==> src/rtl/wprr_pkg.sv <==
package wprr_pkg;

  localparam int NUM_WORKERS_DEF = 32;

  localparam logic [15:0] ERR_LIMIT_RST    = 16'd5;
  localparam logic [15:0] BUSY_TIMEOUT_RST = 16'd90;

  localparam int IN_DATA_W  = 80;
  localparam int OUT_DATA_W = 16;

  typedef enum logic [1:0] {
    MODE_SELECT = 2'd0,
    MODE_SET    = 2'd1,
    MODE_ERROR  = 2'd2,
    MODE_AUDIT  = 2'd3
  } mode_e;

  typedef enum logic [1:0] {
    STS_OK        = 2'd0,
    STS_NO_ACTIVE = 2'd1,
    STS_NONE_RDY  = 2'd2,
    STS_NO_WORKER = 2'd3
  } status_e;

  typedef enum logic [2:0] {
    WS_NOT_READY = 3'd0,
    WS_STARTING  = 3'd1,
    WS_READY     = 3'd2,
    WS_WORKING   = 3'd3,
    WS_BUSY      = 3'd4
  } wstate_e;

  typedef enum logic {
    CFG_ERROR_LIMIT  = 1'b0,
    CFG_BUSY_TIMEOUT = 1'b1
  } cfg_reg_e;

  typedef enum logic [2:0] {
    S_IDLE,
    S_EXEC,
    S_AUD_FETCH,
    S_AUD_STEP,
    S_AUD_DONE
  } ctrl_state_e;

  typedef struct packed {
    logic load;
    logic commit;
    logic aud_step;
    logic aud_done;
  } ctrl_cmd_t;

  typedef struct packed {
    logic is_audit;
    logic out_free;
    logic aud_last;
  } dp_sts_t;

endpackage

==> src/rtl/wprr_ctrl.sv <==
module wprr_ctrl (
  input  logic                 clk_i,
  input  logic                 rst_ni,
  input  logic                 req_valid_i,
  output logic                 req_ready_o,
  input  wprr_pkg::dp_sts_t    sts_i,
  output wprr_pkg::ctrl_cmd_t  cmd_o
);

  wprr_pkg::ctrl_state_e state_q, state_d;

  always_ff @(posedge clk_i or negedge rst_ni) begin
    if (!rst_ni) begin
      state_q <= wprr_pkg::S_IDLE;
    end else begin
      state_q <= state_d;
    end
  end

  always_comb begin
    state_d = state_q;
    unique case (state_q)
      wprr_pkg::S_IDLE: begin
        if (req_valid_i) begin
          state_d = wprr_pkg::S_EXEC;
        end
      end
      wprr_pkg::S_EXEC: begin
        if (sts_i.is_audit) begin
          state_d = wprr_pkg::S_AUD_FETCH;
        end else if (sts_i.out_free) begin
          state_d = wprr_pkg::S_IDLE;
        end
      end
      wprr_pkg::S_AUD_FETCH: begin
        state_d = wprr_pkg::S_AUD_STEP;
      end
      wprr_pkg::S_AUD_STEP: begin
        if (sts_i.aud_last) begin
          state_d = wprr_pkg::S_AUD_DONE;
        end
      end
      wprr_pkg::S_AUD_DONE: begin
        if (sts_i.out_free) begin
          state_d = wprr_pkg::S_IDLE;
        end
      end
      default: state_d = wprr_pkg::S_IDLE;
    endcase
  end

  always_comb begin
    req_ready_o    = 1'b0;
    cmd_o          = '0;
    unique case (state_q)
      wprr_pkg::S_IDLE: begin
        req_ready_o = 1'b1;
        cmd_o.load  = req_valid_i;
      end
      wprr_pkg::S_EXEC: begin
        cmd_o.commit = !sts_i.is_audit && sts_i.out_free;
      end
      wprr_pkg::S_AUD_FETCH: ;
      wprr_pkg::S_AUD_STEP: begin
        cmd_o.aud_step = 1'b1;
      end
      wprr_pkg::S_AUD_DONE: begin
        cmd_o.aud_done = sts_i.out_free;
      end
      default: ;
    endcase
  end

endmodule

==> src/rtl/wprr_dpath.sv <==
module wprr_dpath #(
  parameter int NUM_WORKERS = wprr_pkg::NUM_WORKERS_DEF
) (
  input  logic                 clk_i,
  input  logic                 rst_ni,
  input  wprr_pkg::ctrl_cmd_t  cmd_i,
  output wprr_pkg::dp_sts_t    sts_o,
  input  logic [1:0]           mode_i,
  input  logic [5:0]           worker_index_i,
  input  logic [2:0]           new_state_i,
  input  logic [31:0]          now_seconds_i,
  input  logic [31:0]          present_mask_i,
  input  logic                 cfg_we_i,
  input  logic                 cfg_idx_i,
  input  logic [15:0]          cfg_data_i,
  output logic                 out_valid_o,
  input  logic                 out_ready_i,
  output logic [1:0]           status_o,
  output logic [4:0]           chosen_index_o,
  output logic [5:0]           active_workers_o
);

  localparam int IW = (NUM_WORKERS > 1) ? $clog2(NUM_WORKERS) : 1;

  wprr_pkg::mode_e mode_q;
  logic [5:0]      idx_q;
  logic [2:0]      ns_q;
  logic [31:0]     now_q;
  logic [31:0]     mask_q;

  logic [15:0] limit_q;
  logic [15:0] tmo_q;

  logic [2:0]  wstate_q [NUM_WORKERS];
  logic [2:0]  wstate_d [NUM_WORKERS];
  logic [15:0] err_q    [NUM_WORKERS];
  logic [15:0] err_d    [NUM_WORKERS];
  logic [31:0] stamp_mem [NUM_WORKERS];
  logic [31:0] rdata_q;

  logic [5:0]    active_q, active_d;
  logic [IW-1:0] ptr_q, ptr_d;
  logic [IW-1:0] cnt_q;
  logic [IW-1:0] rd_addr;

  logic                 out_valid_q;
  logic [1:0]           out_status_q;
  logic [4:0]           out_chosen_q;
  logic [5:0]           out_active_q;

  wprr_pkg::status_e res_status;
  logic [IW-1:0]     res_chosen;

  logic [IW-1:0]     idx_w;
  logic              in_range;
  logic [15:0]       err_inc;
  logic [31:0]       elapsed;
  logic [2:0]        aud_old, aud_mid, aud_new;
  logic              aud_last;
  logic [NUM_WORKERS-1:0] rdy_vec, hi_vec;
  logic              hi_any, rdy_any;
  logic [IW-1:0]     hi_pick, rdy_pick;
  logic              out_free;
  logic              out_load;

  function automatic logic [5:0] act_upd(logic [5:0] a, logic [2:0] o, logic [2:0] n);
    logic [5:0] r;
    r = a;
    if (o == wprr_pkg::WS_NOT_READY && n != wprr_pkg::WS_NOT_READY) begin
      r = a + 6'd1;
    end else if (o != wprr_pkg::WS_NOT_READY && n == wprr_pkg::WS_NOT_READY &&
                 a != 6'd0) begin
      r = a - 6'd1;
    end
    return r;
  endfunction

  // request capture
  always_ff @(posedge clk_i) begin
    if (cmd_i.load) begin
      mode_q <= wprr_pkg::mode_e'(mode_i);
      idx_q  <= worker_index_i;
      ns_q   <= new_state_i;
      now_q  <= now_seconds_i;
      mask_q <= present_mask_i;
    end
  end

  always_ff @(posedge clk_i or negedge rst_ni) begin
    if (!rst_ni) begin
      limit_q <= wprr_pkg::ERR_LIMIT_RST;
      tmo_q   <= wprr_pkg::BUSY_TIMEOUT_RST;
    end else if (cfg_we_i) begin
      unique case (wprr_pkg::cfg_reg_e'(cfg_idx_i))
        wprr_pkg::CFG_ERROR_LIMIT:  limit_q <= cfg_data_i;
        wprr_pkg::CFG_BUSY_TIMEOUT: tmo_q   <= cfg_data_i;
        default: ;
      endcase
    end
  end

  assign idx_w    = idx_q[IW-1:0];
  assign in_range = idx_q < 6'(NUM_WORKERS);
  assign err_inc  = (err_q[idx_w] == 16'hFFFF) ? err_q[idx_w] : err_q[idx_w] + 16'd1;
  assign aud_last = cnt_q == IW'(NUM_WORKERS - 1);
  assign rd_addr  = (cmd_i.aud_step && !aud_last) ? cnt_q + IW'(1) : cnt_q;

  // start stamp store
  always_ff @(posedge clk_i) begin
    if (cmd_i.commit && mode_q == wprr_pkg::MODE_SET && in_range &&
        ns_q == wprr_pkg::WS_WORKING) begin
      stamp_mem[idx_w] <= now_q;
    end
    rdata_q <= stamp_mem[rd_addr];
  end

  // audit of one worker per cycle
  assign elapsed = now_q - rdata_q;
  assign aud_old = wstate_q[cnt_q];
  assign aud_mid = (aud_old == wprr_pkg::WS_WORKING && elapsed > {16'd0, tmo_q}) ?
                   wprr_pkg::WS_BUSY : aud_old;
  assign aud_new = (aud_mid == wprr_pkg::WS_BUSY && !mask_q[cnt_q]) ?
                   wprr_pkg::WS_NOT_READY : aud_mid;

  // round robin search: first ready above the pointer, else lowest ready
  always_comb begin
    hi_any   = 1'b0;
    rdy_any  = 1'b0;
    hi_pick  = '0;
    rdy_pick = '0;
    for (int i = 0; i < NUM_WORKERS; i++) begin
      rdy_vec[i] = wstate_q[i] == wprr_pkg::WS_READY;
      hi_vec[i]  = rdy_vec[i] && (IW'(i) > ptr_q);
    end
    for (int i = NUM_WORKERS - 1; i >= 0; i--) begin
      if (hi_vec[i]) begin
        hi_any  = 1'b1;
        hi_pick = IW'(i);
      end
      if (rdy_vec[i]) begin
        rdy_any  = 1'b1;
        rdy_pick = IW'(i);
      end
    end
  end

  always_comb begin
    wstate_d   = wstate_q;
    err_d      = err_q;
    active_d   = active_q;
    ptr_d      = ptr_q;
    res_status = wprr_pkg::STS_OK;
    res_chosen = '0;
    if (cmd_i.commit) begin
      unique case (mode_q)
        wprr_pkg::MODE_SELECT: begin
          if (active_q == 6'd0) begin
            res_status = wprr_pkg::STS_NO_ACTIVE;
          end else if (rdy_any) begin
            ptr_d      = hi_any ? hi_pick : rdy_pick;
            res_chosen = hi_any ? hi_pick : rdy_pick;
          end else begin
            res_status = wprr_pkg::STS_NONE_RDY;
          end
        end
        wprr_pkg::MODE_SET: begin
          if (!in_range) begin
            res_status = wprr_pkg::STS_NO_WORKER;
          end else if (ns_q <= wprr_pkg::WS_BUSY) begin
            wstate_d[idx_w] = ns_q;
            active_d        = act_upd(active_q, wstate_q[idx_w], ns_q);
          end
        end
        wprr_pkg::MODE_ERROR: begin
          if (!in_range) begin
            res_status = wprr_pkg::STS_NO_WORKER;
          end else begin
            err_d[idx_w] = err_inc;
            if (err_inc >= limit_q) begin
              wstate_d[idx_w] = wprr_pkg::WS_BUSY;
              active_d        = act_upd(active_q, wstate_q[idx_w], wprr_pkg::WS_BUSY);
            end
          end
        end
        default: ;
      endcase
    end
    if (cmd_i.aud_step) begin
      wstate_d[cnt_q] = aud_new;
      active_d        = act_upd(active_q, aud_old, aud_new);
    end
  end

  always_ff @(posedge clk_i or negedge rst_ni) begin
    if (!rst_ni) begin
      for (int i = 0; i < NUM_WORKERS; i++) begin
        wstate_q[i] <= wprr_pkg::WS_NOT_READY;
        err_q[i]    <= '0;
      end
      active_q <= '0;
      ptr_q    <= '0;
      cnt_q    <= '0;
    end else begin
      wstate_q <= wstate_d;
      err_q    <= err_d;
      active_q <= active_d;
      ptr_q    <= ptr_d;
      if (cmd_i.load) begin
        cnt_q <= '0;
      end else if (cmd_i.aud_step && !aud_last) begin
        cnt_q <= cnt_q + IW'(1);
      end
    end
  end

  // result register
  assign out_free = !out_valid_q || out_ready_i;
  assign out_load = cmd_i.commit || cmd_i.aud_done;

  always_ff @(posedge clk_i or negedge rst_ni) begin
    if (!rst_ni) begin
      out_valid_q <= 1'b0;
    end else if (out_load) begin
      out_valid_q <= 1'b1;
    end else if (out_ready_i) begin
      out_valid_q <= 1'b0;
    end
  end

  always_ff @(posedge clk_i) begin
    if (out_load) begin
      out_status_q <= res_status;
      out_chosen_q <= 5'(res_chosen);
      out_active_q <= active_d;
    end
  end

  assign sts_o.is_audit = mode_q == wprr_pkg::MODE_AUDIT;
  assign sts_o.out_free = out_free;
  assign sts_o.aud_last = aud_last;

  assign out_valid_o      = out_valid_q;
  assign status_o         = out_status_q;
  assign chosen_index_o   = out_chosen_q;
  assign active_workers_o = out_active_q;

endmodule

==> src/rtl/worker_pool_round_robin_dispatch.sv <==
// channel   | dir | signals                              | contents
// ----------+-----+--------------------------------------+---------------------------------
// s_axis    | in  | tvalid tready tdata[79:0] tuser[1:0] | request: mode in tuser, fields in tdata
// m_axis    | out | tvalid tready tdata[15:0]            | result: status, chosen, active count
// cfg       | in  | cfg_we_i cfg_idx_i cfg_data_i[15:0]  | 0 error limit, 1 busy timeout
//
// select, set state and error report first capture the request, then update the tables
// audit: one stamp memory read and one worker checked per cycle
// one request at a time; the result register frees the input side while a result waits
// a full result register holds back the update step until m_axis_tready
// rst_ni clears all worker states, error counts, active count and pointer at once
module worker_pool_round_robin_dispatch #(
  parameter int NUM_WORKERS = wprr_pkg::NUM_WORKERS_DEF
) (
  input  logic        clk_i,
  input  logic        rst_ni,
  input  logic        s_axis_tvalid,
  output logic        s_axis_tready,
  // worker_index[5:0], new_state[8:6], now_seconds[40:9], present_mask[72:41], zero fill
  input  logic [79:0] s_axis_tdata,
  // mode[1:0]
  input  logic [1:0]  s_axis_tuser,
  output logic        m_axis_tvalid,
  input  logic        m_axis_tready,
  // status[1:0], chosen_index[6:2], active_workers[12:7], zero fill
  output logic [15:0] m_axis_tdata,
  input  logic        cfg_we_i,
  input  logic        cfg_idx_i,
  input  logic [15:0] cfg_data_i
);

  wprr_pkg::ctrl_cmd_t cmd;
  wprr_pkg::dp_sts_t   sts;

  logic [1:0] status;
  logic [4:0] chosen_index;
  logic [5:0] active_workers;

  wprr_ctrl u_ctrl (
    .clk_i       (clk_i),
    .rst_ni      (rst_ni),
    .req_valid_i (s_axis_tvalid),
    .req_ready_o (s_axis_tready),
    .sts_i       (sts),
    .cmd_o       (cmd)
  );

  wprr_dpath #(
    .NUM_WORKERS (NUM_WORKERS)
  ) u_dpath (
    .clk_i            (clk_i),
    .rst_ni           (rst_ni),
    .cmd_i            (cmd),
    .sts_o            (sts),
    .mode_i           (s_axis_tuser),
    .worker_index_i   (s_axis_tdata[5:0]),
    .new_state_i      (s_axis_tdata[8:6]),
    .now_seconds_i    (s_axis_tdata[40:9]),
    .present_mask_i   (s_axis_tdata[72:41]),
    .cfg_we_i         (cfg_we_i),
    .cfg_idx_i        (cfg_idx_i),
    .cfg_data_i       (cfg_data_i),
    .out_valid_o      (m_axis_tvalid),
    .out_ready_i      (m_axis_tready),
    .status_o         (status),
    .chosen_index_o   (chosen_index),
    .active_workers_o (active_workers)
  );

  assign m_axis_tdata = {3'b000, active_workers, chosen_index, status};

endmodule

==> config.mk <==
export PLATFORM = sky130hd
export DESIGN_NAME = worker_pool_round_robin_dispatch
export DESIGN_NICKNAME = d
export VERILOG_FILES = /design/src/rtl/wprr_pkg.sv /design/src/rtl/wprr_ctrl.sv /design/src/rtl/wprr_dpath.sv /design/src/rtl/worker_pool_round_robin_dispatch.sv
export SDC_FILE = /design/constraint.sdc
export NUM_CORES = 2
export LEC_CHECK = 0
export ABC_CLOCK_PERIOD_IN_PS = 17500
export BUFFER_PORTS_ARGS = -buffer_cell sky130_fd_sc_hd__buf_4
export CORE_ASPECT_RATIO = 0.9
export CORE_MARGIN = 2
export CORE_UTILIZATION = 32
export CTS_BUF_LIST = sky130_fd_sc_hd__clkbuf_8 sky130_fd_sc_hd__clkbuf_16
export DETAILED_ROUTE_END_ITERATION = 8
export SYNTH_ARGS = -nofsm -noshare
export SYNTH_HDL_FRONTEND = slang
export SYNTH_HIERARCHICAL = 1
export SYNTH_SLANG_ARGS = --single-unit
==> constraint.sdc <==
create_clock -name clk_i -period 17.5 [get_ports clk_i]
set_input_delay 2.625 -clock clk_i [delete_from_list [all_inputs] [get_ports clk_i]]
set_output_delay 2.625 -clock clk_i [all_outputs]
set_load 0.03 [all_outputs]
==> Word-level counts from Yosys, hierarchy flattened <==
Memories as Yosys holds them, arrays and structs flattened. A register that Yosys moved wholly into a read port is not among the register bits.
Index checks and enable logic that the tools add are counted.
{ "totals": {"register_bits": 748, "latchBits": 0, "mem_bits_rw": 1024, "rom_bits": 0, "in_bits": 104, "out_inout_bits": 18, "memories": 1} }
{ "op_classes": {"addsub": 5, "n_mul": 0, "div_mod_pow": 0, "magnitude_cmp": 41, "n_eq_ne": 46, "n_shift": 0, "n_mux": 191, "n_bitwise": 10, "n_reduce_logical": 73} }
{ "mem_list": {"columns": ["name", "depth", "word_bits", "read_ports", "rd_clocked_by_memory_dff", "write_ports", "line_no", "text"], "rows": [
  ["u_dpath.stamp_mem", 32, 32, 1, 1, 1, "wprr_dpath.sv:38", "logic [31:0] stamp_mem [NUM_WORKERS];"]
]} }
{ "ops": {"columns": ["operator", "count"], "rows": [
  ["$mux W96", 6],
  ["$bwmux W512", 1],
  ["$mux W5", 67],
  ["$bwmux W96", 2],
  ["$pmux W96 S2", 1],
  ["$eq A3 B2 Y1 const B", 36],
  ["$bmux W16 S5", 1],
  ["$demux W16 S5", 1],
  ["$gt A5 B5 Y1 const A", 16],
  ["$mux W1", 74],
  ["$mux W6", 11],
  ["$and A64 B64 Y64", 1],
  ["$mux W16", 4],
  ["$not A64 Y64", 1],
  ["$logic_and A1 B1 Y1", 47],
  ["$gt A4 B5 Y1 const A", 8],
  ["$mux W3", 12],
  ["$gt A32 B16 Y1", 1],
  ["$or A32 B32 Y32", 1],
  ["$sub A32 B32 Y32", 1],
  ["$bmux W3 S5", 2],
  ["$demux W3 S5", 2],
  ["$gt A3 B5 Y1 const A", 4],
  ["$add A16 B1 Y16 const B", 1],
  ["other kinds (39)", 65]
]} }

==> Logic depth before layout (Yosys ltp) <==
{ "depth": {"word_depth": 36, "depth_mapped": 30, "ltp_nobuf": 27} }

==> By module <==
The synthesis kept the hierarchy.
{ "modules_own_cells": {"columns": ["mod", "n_inst", "cells_per_inst", "area_per_inst_um2", "seq_area_each_um2"], "rows": [
  ["wprr_dpath", 1, 6965, 80088.1, 50480.9],
  ["wprr_ctrl", 1, 19, 188.9, 75.1],
  ["worker_pool_round_robin_dispatch", 1, 4, 26.3, 0.0]
]} }

==> Least setup slack after synthesis <==
OpenSTA, ideal clock, no wires.
{ "synth_path": {"kind": "input to register", "from": "in m_axis_tready", "to": "mem u_dpath.stamp_mem[7][0], enable pin", "setup_ns": 0.461, "arrival_ns": 6.004, "setup_slack_ns": 11.035, "cell_stages": 7, "path_buffers": 1, "path_cell_list": "nand2b_1 -> buf_4 -> inv_1 -> nor4_1 -> nor2b_1 -> nand4_1 -> nor3_1"} }
{ "synth_lines": {"columns": ["item", "line_no", "text"], "rows": [
  ["from (decl)", "worker_pool_round_robin_dispatch.sv:24", "input logic m_axis_tready,"],
  ["to (decl)", "wprr_dpath.sv:38", null]
]} }

==> impl_metrics.py <==
metrics = {
    "run_status": {
        "outcome": "complete, no violations",
    },
    "timing": {
        "relSlewSlack_pct": 11.4,
        "slew_viol_final": 0,
        "fin_tns_setup_ps": 0,
        "tightest_slew_ps": 1320,
        "fmax_ghz": 0.115,
        "rsz0062_at_grt": "no",
        "period_needed_ps": 8730,
        "fin_crit_sh_pct": 49.9,
        "hold_ws_ps": 475,
        "hold_viol": 0,
        "fin_worst_skew_ps": 67.1,
        "finalSetupViolCount": 0,
    },
    "hold_path": {
        "hp-class": "register to register",
        "min_delay_path_depth": 2,
    },
    "global_route": {
        "met3_usage_pct": 3.38,
        "grt_pass1_vias": 54596,
        "grt_use_total_pct": 18.5,
        "grt.busiest_layer": "met2",
        "antenna_found_initial": 19,
        "use_met2_pct": 28.6,
        "grt_max_degree": 195,
        "overflow": 0,
        "grt_pass1_wl_mm": 360,
        "use_met1_pct": 26.1,
    },
    "clock_tree": {
        "cts-root-buf": "clkbuf_16",
        "path_clk_slew_ps": 60,
        "clock_sinks": 1804,
        "htreeDepth": 4,
        "postCtsSetupBuffers": 0,
        "cts_made_buffers": 185,
        "cts_tree": "built",
        "insertion_delay_ps": 850,
        "clockBufferDepth": 4,
        "ctsResizeCount": 0,
        "cts_hold_buf": 0,
    },
    "synth": {
        "ys_warn_count": 6,
        "synthCells": 6988,
        "yosys.area_share.xor_xnor_pct": 0.435,
        "yosysSeqAreaShare_pct": 63.0,
        "synth.area.mux_share_pct": 5.63,
        "async_flop_share_pct": 36.6,
        "dominantRegCellSynth": "edfxtp_1",
        "syn-cell-area_mm2": 0.0803,
        "synthAdderAreaFrac_pct": 1.22,
        "synth_cell_type_count": 92,
        "synth_top_family_by_area": "simple AND/OR/NAND/NOR gates",
        "synth-edff-count": 1112,
        "yosys.area_share.simple_pct": 14.9,
        "synth.avg_cell_area_um2": 11.5,
        "ys_seq_elements": 1804,
        "synth_compound_area_share_pct": 11.6,
    },
    "final_layout": {
        "fin_cells": 10423,
        "fin_nets": 7108,
        "multiInputGateArea_mm2": 0.0276,
        "regArea_mm2": 0.0506,
        "layout.cells.most_common_list": "nand2_1 (1,786), edfxtp_1 (1,112), dfrtp_1 (652), o21ai_0 (544), nand3_1 (394)",
        "n_fill_cell": 24116,
        "drive_gt1_share_pct": 11.7,
        "area_growth_syn_to_layout_pct": 13.1,
        "mostFrequentLayoutCell": "nand2_1",
    },
    "floorplanning": {
        "die_h_um": 479,
        "rows": 174,
        "core_mm2": 0.250,
        "die_area_mm2": 0.255,
        "die_w_um": 532,
        "ioPinCount": 122,
        "initial_utilization_pct": 32.2,
    },
    "route": {
        "wl_per_cell_um": 23.4,
        "drc": 0,
        "first_iter_violations": 7163,
        "antenna_left": 0,
        "vias_per_cell": 5.50,
        "drt-total-wl_mm": 243,
        "vias": 57361,
        "drt-pass1-iter-count": 6,
    },
    "setup_path": {
        "critPathCaptureType": "register",
        "arrival_ps": 9350,
        "cp_data_required_time_ps": 18120,
        "critPathKind": "register to register",
        "reg2regPathDepth": 24,
        "start_kind": "register",
        "cp_max_fo": 58,
    },
    "run": {
        "max-cap-violations": 0,
    },
    "placement": {
        "dp_cells": 10084,
        "port_buffers": 111,
        "gp_congestion": 0.892,
        "place_hpwl_mm": 136,
    },
    "pwr": {
        "switching_share_pct": 41.1,
        "power_w": 0.0153,
        "p_comb_share_pct": 41.9,
        "pwr-share-clk_pct": 25.5,
        "pwr-share-seq_pct": 32.6,
        "max-vdd-ir-drop_v": 0.000335,
        "p_int_w": 0.00899,
        "leakage_nw": 33.7,
        "power-per-cell-area_mw_per_mm2": 168,
        "p_sw_w": 0.00629,
    },
}
[final timing paths]
| path | end | from | slack, ps |
|---|---|---|---|
| worst max-delay path | u_dpath/wstate_q[7]$_DFF_PN0_ | u_dpath/idx_q[1]$_DFFE_PP_ | 8770 |
| worst min-delay path | u_dpath/err_q[59]$_DFFE_PN0P_ | u_dpath/err_q[59]$_DFFE_PN0P_ | 470 |
| worst max register to register | u_dpath/wstate_q[7]$_DFF_PN0_ | u_dpath/idx_q[1]$_DFFE_PP_ | 8770 |
| worst min register to register | u_dpath/err_q[59]$_DFFE_PN0P_ | u_dpath/err_q[59]$_DFFE_PN0P_ | 470 |
| max in group asynchronous | u_dpath/cnt_q[1]$_DFF_PN0_ | rst_ni | 12920 |
| min in group asynchronous | u_dpath/err_q[113]$_DFFE_PN0P_ | rst_ni | 1890 |
[per-stage QoR]
step / worst slack, ps / instance area, um2 / utilization, %
6_report: 8770 / 90800 / 36.4
5_1_grt: 8270 / 90800 / 36.4
4_1_cts: 8840 / 90800 / 36.4
3_5_place_dp: 8910 / 84800 / 34.0
3_3_place_gp: 8970 / 84800 / 34.0
2_1_floorplan: 11040 / 80300 / -
[layer usage]
layer  routed length (um)  part of all wire (%)  vias up
met5                    0                     0        -
met4                 8110                   3.3        0
met3                22200                   9.1      463
met2               110000                    45     2770
met1               103000                    42    28663
li1                     -                     -    25465
[area by class of cell]
cell class	count	area share (%)
Clock buffer	222	5.70
Antenna cell	11	0.0303
Clock inverter	106	0.838
Inverter	107	0.442
Sequential cell	1804	55.7
Multi-Input combinational cell	4560	30.4
Tap cell	3344	4.61
Timing Repair Buffer	269	2.31
[power groups by stage]
stage	clock [W]	sequential [W]	combinational, W
6_report	0.00390	0.00498	0.00640
5_1_grt	0.00414	0.00499	0.00698
3_5_place_dp	0	0.00505	0.00632
2_1_floorplan	0	0.00494	0.00448
4_1_cts	0.00398	0.00496	0.00634
3_3_place_gp	0	0.00504	0.00627
[registers in the layout, summed over array words and instances (netlist names), 16 cells and up]
register           flops
u_dpath/rdata_q       32
u_dpath/mask_q        32
u_dpath/now_q         32
u_dpath/err_q        512
u_dpath/stamp_mem   1024
u_dpath/wstate_q      96
u_dpath/tmo_q         16
u_dpath/limit_q       16
[cell families (layout without fill, tap and decap cells)]
family / Yosys count / count (layout)
AOI/OAI and AO/OA: 1421 / 1421
xor gates and xnor gates: 39 / 39
adders and majority gates: 78 / 78
buffers and inverters: 626 / 704
DFF: 1804 / 1804
muxes: 238 / 238
other: 1 / 14
and+or+nand+nor: 2781 / 2781
[worst max-delay path, cell delays in order (launching register included)]
cell and delay [ps]:
edfxtp_1 320, buf_4 700, buf_4 790, mux4_2 420, a22oi_1 460, nand4_1 250, and2_1 260, nand3_1 130
nor2b_1 90, and3_1 300, nand3_4 220, mux2i_4 880, inv_1 110, ha_1 320, a21o_1 110, a21oi_1 60
o211ai_1 310, a31oi_1 170, o21ai_2 180, buf_4 440, nor2b_1 940, nand2_1 200, a221o_1 370, a221oi_1 270
a21oi_1 70
[cells in the mapped netlist, types with 40 or more instances]
| cell | instances | share of area [%] |
|---|---|---|
| a21oi_1 | 176 | 1.1 |
| a221oi_1 | 58 | 0.63 |
| a22oi_1 | 79 | 0.74 |
| a311oi_1 | 196 | 2.1 |
| and3_1 | 144 | 1.1 |
| buf_1 | 40 | 0.19 |
| buf_2 | 64 | 0.40 |
| clkbuf_1 | 378 | 1.8 |
| dfrtp_1 | 654 | 20 |
| edfxtp_1 | 1112 | 42 |
| ha_1 | 76 | 1.2 |
| inv_1 | 106 | 0.50 |
| mux2i_1 | 51 | 0.64 |
| mux4_2 | 168 | 4.7 |
| nand2_1 | 1789 | 8.4 |
| nand3_1 | 394 | 2.5 |
| nor2_1 | 213 | 1.0 |
| nor3_1 | 57 | 0.36 |
| o21ai_0 | 544 | 3.4 |
| o21ai_1 | 53 | 0.33 |
No activity file was read; power rests on OpenSTA's default activity.
